## config.mk

```make
export PLATFORM = sky130hd
export DESIGN_NAME = midi_track_event_parser
export DESIGN_NICKNAME = d
export VERILOG_FILES = /design/src/sv/mtep_pkg.sv /design/src/sv/mtep_parser.sv /design/src/sv/mtep_out_stage.sv /design/src/sv/midi_track_event_parser.sv
export SDC_FILE = /design/constraint.sdc
export NUM_CORES = 1
export LEC_CHECK = 0
export BUFFER_PORTS_ARGS = -buffer_cell sky130_fd_sc_hd__clkbuf_2
export CORE_UTILIZATION = 55
export CTS_CLUSTER_SIZE = 14
export DETAILED_ROUTE_END_ITERATION = 16
export PLACE_DENSITY = 0.77
export SLEW_MARGIN = 15
export SYNTH_ARGS = -nofsm -noshare
export SYNTH_HDL_FRONTEND = slang
export SYNTH_SLANG_ARGS = --single-unit
```

## constraint.sdc

```tcl
create_clock -name i_clk -period 8 [get_ports i_clk]
set_input_delay 1.2 -clock i_clk [delete_from_list [all_inputs] [get_ports i_clk]]
set_output_delay 1.2 -clock i_clk [all_outputs]
set_load 0.02 [all_outputs]
```

## src/sv/mtep_pkg.sv

```systemverilog
// Package for the MIDI track event parser.
// Holds the phase encoding, the result record and the sizing constants.
// No dependencies.
package mtep_pkg;

    localparam int MAX_VLQ_BYTES = 4;
    localparam int VLQ_CNT_W     = 3;
    localparam int VLQ_ACC_W     = 28;
    localparam int TIME_W        = 32;

    localparam logic [VLQ_CNT_W-1:0] VLQ_LAST_CNT = VLQ_CNT_W'(MAX_VLQ_BYTES - 1);

    localparam logic [7:0] ST_SYSEX      = 8'hF0;
    localparam logic [7:0] ST_SYSEX_CONT = 8'hF7;
    localparam logic [7:0] ST_META       = 8'hFF;
    localparam logic [2:0] MT_SYSTEM     = 3'd7;
    localparam logic [2:0] MT_PROG_CHG   = 3'd4;
    localparam logic [2:0] MT_CHAN_PRESS = 3'd5;

    typedef enum logic [1:0] {
        KIND_CHANNEL    = 2'd0,
        KIND_META_BYTE  = 2'd1,
        KIND_META_EMPTY = 2'd2,
        KIND_ERROR      = 2'd3
    } t_kind;

    typedef enum logic [7:0] {
        PH_DELTA  = 8'b0000_0001,
        PH_STATUS = 8'b0000_0010,
        PH_DATA1  = 8'b0000_0100,
        PH_DATA2  = 8'b0000_1000,
        PH_LEN    = 8'b0001_0000,
        PH_SKIP   = 8'b0010_0000,
        PH_MTYPE  = 8'b0100_0000,
        PH_MDATA  = 8'b1000_0000
    } t_phase;

    typedef struct packed {
        t_kind              result_kind;
        logic [TIME_W-1:0]  event_time;
        logic [2:0]         message_type;
        logic [3:0]         channel;
        logic [7:0]         data_first;
        logic [7:0]         data_second;
        logic [7:0]         meta_code;
        logic [7:0]         meta_byte;
        logic               meta_last;
    } t_result;

endpackage

```

## src/sv/mtep_parser.sv

```systemverilog
// Parser state and per-byte decode for the MIDI track event parser.
// Updates the parse state on each accepted byte and forms at most one result.
// Depends on mtep_pkg.
module mtep_parser
    import mtep_pkg::*;
(
    input  logic        i_clk,
    input  logic        i_rst_n,
    input  logic        i_accept,
    input  logic [7:0]  i_data_byte,
    input  logic        i_track_start,
    output logic        o_res_valid,
    output t_result     o_res
);

    t_phase                  r_phase,     n_phase;
    logic [VLQ_ACC_W-1:0]    r_accum,     n_accum;
    logic [VLQ_CNT_W-1:0]    r_count,     n_count;
    logic [TIME_W-1:0]       r_abs_time,  n_abs_time;
    logic [7:0]              r_status,    n_status;
    logic                    r_status_ok, n_status_ok;
    logic [VLQ_ACC_W-1:0]    r_left,      n_left;
    logic [7:0]              r_held,      n_held;
    logic [7:0]              r_meta_code, n_meta_code;

    t_phase                  e_phase;
    logic [VLQ_ACC_W-1:0]    e_accum;
    logic [VLQ_CNT_W-1:0]    e_count;
    logic [TIME_W-1:0]       e_abs_time;
    logic [7:0]              e_status;
    logic                    e_status_ok;
    logic [VLQ_ACC_W-1:0]    e_left;
    logic [7:0]              e_held;
    logic [7:0]              e_meta_code;

    logic [VLQ_ACC_W-1:0]    acc_new;
    logic                    cont;
    logic                    overlong;
    logic                    one_byte;
    logic [VLQ_ACC_W-1:0]    left_dec;

    always_comb begin
        e_phase     = i_track_start ? PH_DELTA : r_phase;
        e_accum     = i_track_start ? '0 : r_accum;
        e_count     = i_track_start ? '0 : r_count;
        e_abs_time  = i_track_start ? '0 : r_abs_time;
        e_status    = i_track_start ? '0 : r_status;
        e_status_ok = i_track_start ? 1'b0 : r_status_ok;
        e_left      = i_track_start ? '0 : r_left;
        e_held      = i_track_start ? '0 : r_held;
        e_meta_code = i_track_start ? '0 : r_meta_code;
    end

    assign acc_new  = {e_accum[VLQ_ACC_W-8:0], i_data_byte[6:0]};
    assign cont     = i_data_byte[7];
    assign overlong = cont && (e_count == VLQ_LAST_CNT);
    assign one_byte = (e_status[6:4] == MT_PROG_CHG) || (e_status[6:4] == MT_CHAN_PRESS);
    assign left_dec = (e_left != '0) ? e_left - VLQ_ACC_W'(1) : '0;

    always_comb begin
        n_phase     = e_phase;
        n_accum     = e_accum;
        n_count     = e_count;
        n_abs_time  = e_abs_time;
        n_status    = e_status;
        n_status_ok = e_status_ok;
        n_left      = e_left;
        n_held      = e_held;
        n_meta_code = e_meta_code;
        o_res_valid = 1'b0;
        o_res       = '0;
        o_res.event_time = e_abs_time;

        unique case (e_phase)
            PH_DELTA: begin
                if (!cont) begin
                    n_abs_time = e_abs_time + TIME_W'(acc_new);
                    n_accum    = '0;
                    n_count    = '0;
                    n_phase    = PH_STATUS;
                end else if (overlong) begin
                    o_res_valid       = 1'b1;
                    o_res.result_kind = KIND_ERROR;
                    n_accum           = '0;
                    n_count           = '0;
                    n_phase           = PH_DELTA;
                end else begin
                    n_accum = acc_new;
                    n_count = e_count + VLQ_CNT_W'(1);
                end
            end
            PH_STATUS: begin
                if (i_data_byte == ST_SYSEX || i_data_byte == ST_SYSEX_CONT) begin
                    n_held  = '0;
                    n_accum = '0;
                    n_count = '0;
                    n_phase = PH_LEN;
                end else if (i_data_byte == ST_META) begin
                    n_phase = PH_MTYPE;
                end else if (i_data_byte[7]) begin
                    if (i_data_byte[6:4] == MT_SYSTEM) begin
                        n_status_ok       = 1'b0;
                        n_status          = '0;
                        o_res_valid       = 1'b1;
                        o_res.result_kind = KIND_ERROR;
                        n_accum           = '0;
                        n_count           = '0;
                        n_phase           = PH_DELTA;
                    end else begin
                        n_status    = i_data_byte;
                        n_status_ok = 1'b1;
                        n_phase     = PH_DATA1;
                    end
                end else if (!e_status_ok) begin
                    o_res_valid       = 1'b1;
                    o_res.result_kind = KIND_ERROR;
                    n_accum           = '0;
                    n_count           = '0;
                    n_phase           = PH_DELTA;
                end else if (one_byte) begin
                    o_res_valid        = 1'b1;
                    o_res.result_kind  = KIND_CHANNEL;
                    o_res.message_type = e_status[6:4];
                    o_res.channel      = e_status[3:0];
                    o_res.data_first   = i_data_byte;
                    n_phase            = PH_DELTA;
                end else begin
                    n_held  = i_data_byte;
                    n_phase = PH_DATA2;
                end
            end
            PH_DATA1: begin
                if (one_byte) begin
                    o_res_valid        = 1'b1;
                    o_res.result_kind  = KIND_CHANNEL;
                    o_res.message_type = e_status[6:4];
                    o_res.channel      = e_status[3:0];
                    o_res.data_first   = i_data_byte;
                    n_phase            = PH_DELTA;
                end else begin
                    n_held  = i_data_byte;
                    n_phase = PH_DATA2;
                end
            end
            PH_DATA2: begin
                o_res_valid        = 1'b1;
                o_res.result_kind  = KIND_CHANNEL;
                o_res.message_type = e_status[6:4];
                o_res.channel      = e_status[3:0];
                o_res.data_first   = e_held;
                o_res.data_second  = i_data_byte;
                n_phase            = PH_DELTA;
            end
            PH_MTYPE: begin
                n_meta_code = i_data_byte;
                n_held      = 8'd1;
                n_accum     = '0;
                n_count     = '0;
                n_phase     = PH_LEN;
            end
            PH_LEN: begin
                if (!cont) begin
                    n_left  = acc_new;
                    n_accum = '0;
                    n_count = '0;
                    if (e_held != '0) begin
                        if (acc_new == '0) begin
                            o_res_valid       = 1'b1;
                            o_res.result_kind = KIND_META_EMPTY;
                            o_res.meta_code   = e_meta_code;
                            n_phase           = PH_DELTA;
                        end else begin
                            n_phase = PH_MDATA;
                        end
                    end else begin
                        n_phase = (acc_new == '0) ? PH_DELTA : PH_SKIP;
                    end
                end else if (overlong) begin
                    o_res_valid       = 1'b1;
                    o_res.result_kind = KIND_ERROR;
                    n_accum           = '0;
                    n_count           = '0;
                    n_phase           = PH_DELTA;
                end else begin
                    n_accum = acc_new;
                    n_count = e_count + VLQ_CNT_W'(1);
                end
            end
            PH_SKIP: begin
                n_left = left_dec;
                if (left_dec == '0) begin
                    n_phase = PH_DELTA;
                end
            end
            PH_MDATA: begin
                o_res_valid       = 1'b1;
                o_res.result_kind = KIND_META_BYTE;
                o_res.meta_code   = e_meta_code;
                o_res.meta_byte   = i_data_byte;
                o_res.meta_last   = (e_left <= VLQ_ACC_W'(1));
                n_left            = left_dec;
                if (left_dec == '0) begin
                    n_phase = PH_DELTA;
                end
            end
            default: begin
                n_phase = PH_DELTA;
            end
        endcase
    end

    always_ff @(posedge i_clk) begin
        if (!i_rst_n) begin
            r_phase     <= PH_DELTA;
            r_accum     <= '0;
            r_count     <= '0;
            r_abs_time  <= '0;
            r_status    <= '0;
            r_status_ok <= 1'b0;
            r_left      <= '0;
            r_held      <= '0;
            r_meta_code <= '0;
        end else if (i_accept) begin
            r_phase     <= n_phase;
            r_accum     <= n_accum;
            r_count     <= n_count;
            r_abs_time  <= n_abs_time;
            r_status    <= n_status;
            r_status_ok <= n_status_ok;
            r_left      <= n_left;
            r_held      <= n_held;
            r_meta_code <= n_meta_code;
        end
    end

endmodule

```

## src/sv/mtep_out_stage.sv

```systemverilog
// Result register with skid entry for the MIDI track event parser.
// Decouples input acceptance from output backpressure.
// Depends on mtep_pkg.
module mtep_out_stage
    import mtep_pkg::*;
(
    input  logic     i_clk,
    input  logic     i_rst_n,
    input  logic     i_res_valid,
    input  t_result  i_res,
    output logic     o_in_ready,
    output logic     o_valid,
    input  logic     i_ready,
    output t_result  o_res
);

    logic    r_out_valid;
    logic    r_skid_valid;
    t_result r_out;
    t_result r_skid;
    logic    out_free;

    assign out_free   = i_ready || !r_out_valid;
    assign o_in_ready = !r_skid_valid;
    assign o_valid    = r_out_valid;
    assign o_res      = r_out;

    always_ff @(posedge i_clk) begin
        if (!i_rst_n) begin
            r_out_valid  <= 1'b0;
            r_skid_valid <= 1'b0;
        end else if (out_free) begin
            r_out_valid  <= r_skid_valid || i_res_valid;
            r_skid_valid <= 1'b0;
        end else if (i_res_valid) begin
            r_skid_valid <= 1'b1;
        end
    end

    // advance the skid item first; park a new item when the output stalls
    always_ff @(posedge i_clk) begin
        if (out_free) begin
            r_out <= r_skid_valid ? r_skid : i_res;
        end else if (i_res_valid) begin
            r_skid <= i_res;
        end
    end

endmodule

```

## src/sv/midi_track_event_parser.sv

```systemverilog
// Top level of the MIDI track event parser: byte stream in, event items out.
// Instantiates mtep_parser and mtep_out_stage; depends on mtep_pkg.
//
// One track byte is taken per cycle while s_axis_tready is high, and each byte
// yields zero or one event item. The parse state is updated in the cycle a byte
// is taken; a result register plus one skid entry hold items, so input ready
// drops only when both are full under output stall.
module midi_track_event_parser
    import mtep_pkg::*;
(
    input  logic         i_clk,
    input  logic         i_rst_n,
    input  logic         s_axis_tvalid,
    output logic         s_axis_tready,
    input  logic [7:0]   s_axis_tdata,   // [7:0] data_byte
    input  logic [0:0]   s_axis_tuser,   // [0] track_start
    output logic         m_axis_tvalid,
    input  logic         m_axis_tready,
    // [31:0] event_time, [34:32] message_type, [38:35] channel,
    // [46:39] data_first, [54:47] data_second, [62:55] meta_code,
    // [70:63] meta_byte, [71] zero
    output logic [71:0]  m_axis_tdata,
    output logic [1:0]   m_axis_tuser,   // [1:0] result_kind
    output logic         m_axis_tlast    // meta_last
);

    logic    accept;
    logic    res_valid;
    t_result res;
    t_result out_res;

    assign accept = s_axis_tvalid && s_axis_tready;

    mtep_parser u_parser (
        .i_clk         (i_clk),
        .i_rst_n       (i_rst_n),
        .i_accept      (accept),
        .i_data_byte   (s_axis_tdata),
        .i_track_start (s_axis_tuser[0]),
        .o_res_valid   (res_valid),
        .o_res         (res)
    );

    mtep_out_stage u_out (
        .i_clk       (i_clk),
        .i_rst_n     (i_rst_n),
        .i_res_valid (accept && res_valid),
        .i_res       (res),
        .o_in_ready  (s_axis_tready),
        .o_valid     (m_axis_tvalid),
        .i_ready     (m_axis_tready),
        .o_res       (out_res)
    );

    assign m_axis_tdata = {1'b0, out_res.meta_byte, out_res.meta_code,
                           out_res.data_second, out_res.data_first,
                           out_res.channel, out_res.message_type,
                           out_res.event_time};
    assign m_axis_tuser = out_res.result_kind;
    assign m_axis_tlast = out_res.meta_last;

endmodule
```

### Yosys cells after proc, flatten, opt, wreduce, memory -nomap -nowiden

Cells that the tools add are included.

| word-level totals | value |
|---|---|
| bits in registers | 274 |
| input port bits | 13 |
| word-level logic and storage cells | 167 |
| output and inout port bits | 77 |

| operators by class | value |
|---|---|
| multiplexer cells | 99 |
| equality and inequality tests | 15 |
| reduce and logical (&&, ||, !) cells | 18 |
| bitwise logic cells | 2 |
| $add $sub $neg | 3 |
| magnitude comparators | 1 |

Operators with widths:

| cell | number |
|---|---|
| 2-to-1 mux 28 bit | 11 |
| 2-to-1 mux 8 bit | 30 |
| 2-to-1 mux 32 bit | 3 |
| 2-to-1 mux 15 bit | 6 |
| one-hot mux 28 bit (3 select lines) | 1 |
| 2-to-1 mux 74 bit | 1 |
| zero test 28 bit | 2 |
| one-hot mux 28 bit (2 select lines) | 1 |
| one-hot mux 8 bit (6 select lines) | 1 |
| one-hot mux 15 bit (3 select lines) | 1 |
| adder 32 x 28 -> 32 bit | 1 |
| == test 8 bit, second input constant | 4 |
| <= comparator 28 x 1 -> 1 bit, second input constant | 1 |
| nonzero test 28 bit | 1 |
| subtractor 28 x 1 -> 28 bit, second input constant | 1 |
| 2-to-1 mux 3 bit | 9 |
| one-hot mux 8 bit (3 select lines) | 1 |
| 2-to-1 mux 2 bit | 10 |
| 2-to-1 mux 1 bit | 17 |
| one-hot mux 8 bit (2 select lines) | 1 |
| == test 3 bit, second input constant | 3 |
| 2-to-1 mux 9 bit | 1 |
| one-hot mux 3 bit (3 select lines) | 1 |
| == test 8 x 1 -> 1 bit, second input constant | 1 |
| 19 further kinds | 29 |

### Logic depth before layout (Yosys ltp)

| depth | value |
|---|---|
| word-level depth | 11 |
| gate-level depth with buffers | 16 |
| gate-level depth less buffers | 12 |

### Hierarchy

From an unflattened synthesis, not the netlist that was laid out.

| second synthesis, totals | value |
|---|---|
| cells, all modules | 1304 |
| area total of the unflattened synthesis | 13510.5 um2 |

By module, submodules not included:

| module | instances | seq. area each (um2) | cells an instance | area each (um2) |
|---|---|---|---|---|
| mtep_parser | 1 | 2322.2 | 1061 | 8060.2 |
| mtep_out_stage | 1 | 4484.3 | 239 | 5426.5 |
| midi_track_event_parser | 1 | 0.0 | 4 | 23.8 |

### Least setup slack after synthesis

Ideal clock, no wire load.

| path | value |
|---|---|
| path kind | input-to-reg |
| start | input port m_axis_tready |
| end | register u_out.r_skid[0] (netlist name) (enable) |
| required time | 7486 ps |
| arrival | 6480 ps |
| setup slack | 1006 ps |
| cell stages on the path | 2 |
| path through | nand2b_1 nor2b_1 |

| between the ends | value |
|---|---|
| cells in the longest elaborated chain, start to end | 3 |

RTL lines:

| what | RTL line | source |
|---|---|---|
| from (decl) | midi_track_event_parser.sv:18 | `input logic m_axis_tready,` |
| logical OR 1 bit | mtep_out_stage.sv:23 | `assign out_free = i_ready \|\| !r_out_valid;` |
| inverter 1 bit (no source line) | n/a |  |
| AND reduction 2 bit (no source line) | n/a |  |
| to (signal assigned) | mtep_out_stage.sv:45 | `r_skid <= i_res;` |
| to (decl) | mtep_out_stage.sv:20 | `t_result r_skid;` |

Every way passes these cells.
A chain may end at the register's enable or synchronous reset.

### Worst setup path in the final report

| path | value |
|---|---|
| start | input port s_axis_tuser |
| end | register u_out.r_skid[70] (netlist name) (enable) |

| between the ends | value |
|---|---|
| cells in the longest elaborated chain, start to end | 11 |
| elaborated cells on any way between the ends | 33 |

RTL lines:

| what | RTL line | source |
|---|---|---|
| from (decl) | midi_track_event_parser.sv:16 | `input logic [0:0] s_axis_tuser,` |
| 2-to-1 mux 8 bit | mtep_parser.sv:47 | `e_status = i_track_start ? '0 : r_status;` |
| == test 3 bit | mtep_parser.sv:57 | `assign one_byte = (e_status[6:4] == MT_PROG_CHG) \|\| (e_status[6:4] == MT_CHAN_PRESS);` |
| logical OR 1 bit | mtep_parser.sv:57 |  |
| 2-to-1 mux 1 bit | mtep_parser.sv:120, mtep_parser.sv:133 |  |
| 2-to-1 mux 1 bit | mtep_parser.sv:114 | `end else if (!e_status_ok) begin` |
| 2-to-1 mux 1 bit | mtep_parser.sv:100 | `end else if (i_data_byte[7]) begin` |
| 2-to-1 mux 1 bit | mtep_parser.sv:98 | `end else if (i_data_byte == ST_META) begin` |
| 2-to-1 mux 1 bit | mtep_parser.sv:93 | `if (i_data_byte == ST_SYSEX \|\| i_data_byte == ST_SYSEX_CONT) begin` |
| one-hot mux 1 bit (5 select lines) (*) | mtep_parser.sv:74 | `unique case (e_phase)` |
| logical AND 1 bit (*) | midi_track_event_parser.sv:47 | `.i_res_valid (accept && res_valid),` |
| AND reduction 2 bit (no source line) (*) | n/a |  |

Every way passes the cells marked *; elsewhere a longest branch is shown, timed or not.

==> impl_metrics.tcl <==
set metrics [dict create \
    status "finished clean" \
    finalHoldViolCount 0 \
    power_switching_w 0.000646 \
    die_x_um 158 \
    worstMarginPinSlew_ps 1120 \
    min_path_type "reg2reg" \
    core_um2 23600 \
    wl_um 31200 \
    start_util_pct 56.3 \
    preCtsSetupSlack_ps 2590 \
    fp.dieH_um 158 \
    num_vias 10100 \
    syn_inst 1274 \
    netlist.area_leader.share_pct 33.4 \
    post_cts_resized 0 \
    switching_share_pct 22.1 \
    setup_viol 0 \
    rsz0062_at_grt "no" \
    syn_to_final_growth_pct 12.0 \
    antenna_found_initial 0 \
    synth.ff_latch_count 266 \
    synth_top_family_by_area "simple AND/OR/NAND/NOR gates" \
    fin_crit_sh_pct 62.0 \
    io_buffers 88 \
    max_freq_mhz 202 \
    p_int_w 0.00227 \
    drive_gt1_share_pct 17.2 \
    ios 90 \
    power_frac_clock_pct 44.9 \
    htreeDepth 1 \
    grt_pass1_vias 9418 \
    yosysTopAreaCell "edfxtp_1" \
    cts-buffers-inserted 27 \
    p_per_area_nw_per_um2 196 \
    crit_arrival_ps 5140 \
    grt_max_degree 82 \
    num_rows 56 \
    path_clk_slew_ps 60 \
    clock_skew_ps 13.1 \
    hpwl_um 20400 \
    via_per_inst 6.05 \
    drt_pre_antenna_iters 6 \
    p_comb_share_pct 5.5 \
    endpoint_kind "flop" \
    final_common_cell "nor2b_1" \
    synth_compound_area_share_pct 15.6 \
    drt-initial-drc-count 807 \
    max_slew_margin_pct 25.1 \
    synth-adder-area-share_pct 3.07 \
    nets 1370 \
    cts_tree "done" \
    synthMuxAreaShare_pct 5.73 \
    period_needed_ps 4960 \
    clockBufferDepth 3 \
    clockRootBuffer "clkbuf_16" \
    synth-edff-count 148 \
    postCtsSetupBuffers 0 \
    final_max_slew_viol_count 0 \
    synth_warnings 0 \
    setup_slack_ps 3040 \
    synthFlopType "edfxtp_1" \
    yosys.area_share.xor_xnor_pct 2.04 \
    crit_type "in2reg" \
    synthesis.nets 1319 \
    leakagePower_nw 5.98 \
    synth.distinct_cells 74 \
    clkSinkCount 266 \
    routabilityCongestion 0.943 \
    drt.antenna.violating_nets 0 \
    fin_tns_setup_ps 0 \
    grt_overflow_total 0 \
    p_seq_share_pct 49.6 \
    start_kind "input pin" \
    grt_first_pass_wirelength_um 49900 \
    cts_hold_buf 0 \
    synth_area_um2 13300 \
    insertion_delay_ps 540 \
    num_antenna_cells 0 \
    wl_per_cell_um 18.7 \
    grt_usage_pct 25.3 \
    cp.required_ps 8180 \
    path_max_fanout 41 \
    ys_seq_area_share_pct 51.2 \
    dieArea_um2 24800 \
    final_cell_mix "nor2b_1, edfxtp_1, dfxtp_1" \
    max_cap_violations 0 \
    yosys.area_share.simple_pct 19.6 \
    async_flop_share_pct 0 \
    drcViolationCount 0 \
    ir_drop_v 0.000153 \
    syn_area_per_cell_um2 10.4 \
    synth_area_leaders "edfxtp_1, dfxtp_1, nor2b_1" \
    finalPower_w 0.00292 \
]
==> power groups by stage <==
stage               combinational (W)  sequential [W]  clock (W)
floorplan                    0.000112         0.00148          0
global placement             0.000156         0.00148          0
detailed placement           0.000157         0.00148          0
CTS                          0.000158         0.00145    0.00133
global route                 0.000175         0.00145    0.00138
finish                       0.000161         0.00145    0.00131
==> final cells by class <==
cell class                      count  area (µm²)
Fill cell                        1928        8720
Sequential cell                   266        6810
Clock buffer                       38         787
Tap cell                          319         399
Clock inverter                     12         148
Multi-Input combinational cell    913        6160
Inverter                           16        60.1
Timing Repair Buffer              101         538
==> synth_stat cells (4+ instances only) <==
master	number
nand4_1	13
o211ai_1	6
a22oi_1	71
and2_1	30
nand2b_1	9
a211oi_1	6
or3_1	10
nand3_1	24
nand3b_1	4
or4_1	9
inv_1	16
nor2b_1	151
o211a_1	4
a21boi_0	10
a21o_1	16
and3_1	9
o21ai_1	4
a31oi_1	9
a21oi_1	57
o21ai_0	60
a32o_1	5
nor3b_1	7
a22o_1	10
clkbuf_1	76
or2_2	5
nand2_1	112
edfxtp_1	148
o21a_1	11
dfxtp_1	118
o31ai_1	5
o21bai_1	4
mux2_2	65
nor3_1	18
xor2_1	14
ha_1	31
nor2_1	41
nor4_1	16
xnor2_1	17
==> worst paths after layout <==
check,start,to,slack [ps],depth (start not counted)
hold / removal,u_parser.r_count[0],u_parser.r_count[0],450,1
hold reg to reg,u_parser.r_count[0],u_parser.r_count[0],450,1
setup reg to reg,u_parser.r_phase[0],u_out.r_skid[70],3620,7
setup / recovery,s_axis_tuser,u_out.r_skid[70],3040,8
==> sequential cells by signal, summed over array words and instances, names as in the netlist <==
signal and cells:
u_out.o_res 74, u_out.o_valid 1, u_out.r_skid 74, u_out.r_skid_valid 1, u_parser.r_abs_time 32, u_parser.r_accum 21
u_parser.r_count 3, u_parser.r_held 8, u_parser.r_left 28, u_parser.r_meta_code 8, u_parser.r_phase 8, u_parser.r_status 7
u_parser.r_status_ok 1
==> worst max-delay path, cell delays in order <==
cell	delay (ps)
clkbuf_2	270
nor3_1	380
and3_1	290
nor3b_1	800
a31oi_1	370
a31oi_1	320
nor2b_4	850
buf_4	600
==> cells by family after synthesis <==
logic type	Yosys count
adder cells (fa/ha/maj)	32
multiplexers	68
buffers and inverters	95
flip-flops	266
AND/OR/NAND/NOR	473
AO/OA/AOI/OAI	308
other	1
XOR/XNOR	31
==> metrics by stage <==
step	area [µm²]	std cells	hold WS [ps]	utilization, %
final	14900	1665	446	63.1
after global placement	14000	1615	429	59.1
after detailed placement	14000	1615	439	59.1
after global routing	14900	1665	471	63.1
after CTS	14900	1665	450	63.1
after floorplan	13300	1274	415	-
==> routing by layer <==
metal,track usage (%),vias up,share of wire (%),wire length [µm]
li1,-,4801,-,-
met1,36.6,4860,46,14300
met2,38.5,356,45,13900
met3,4.85,61,7.3,2260
met4,7.30,0,2.1,661
met5,0,-,0,0
Note: power is estimated with default switching activity, not from simulation.
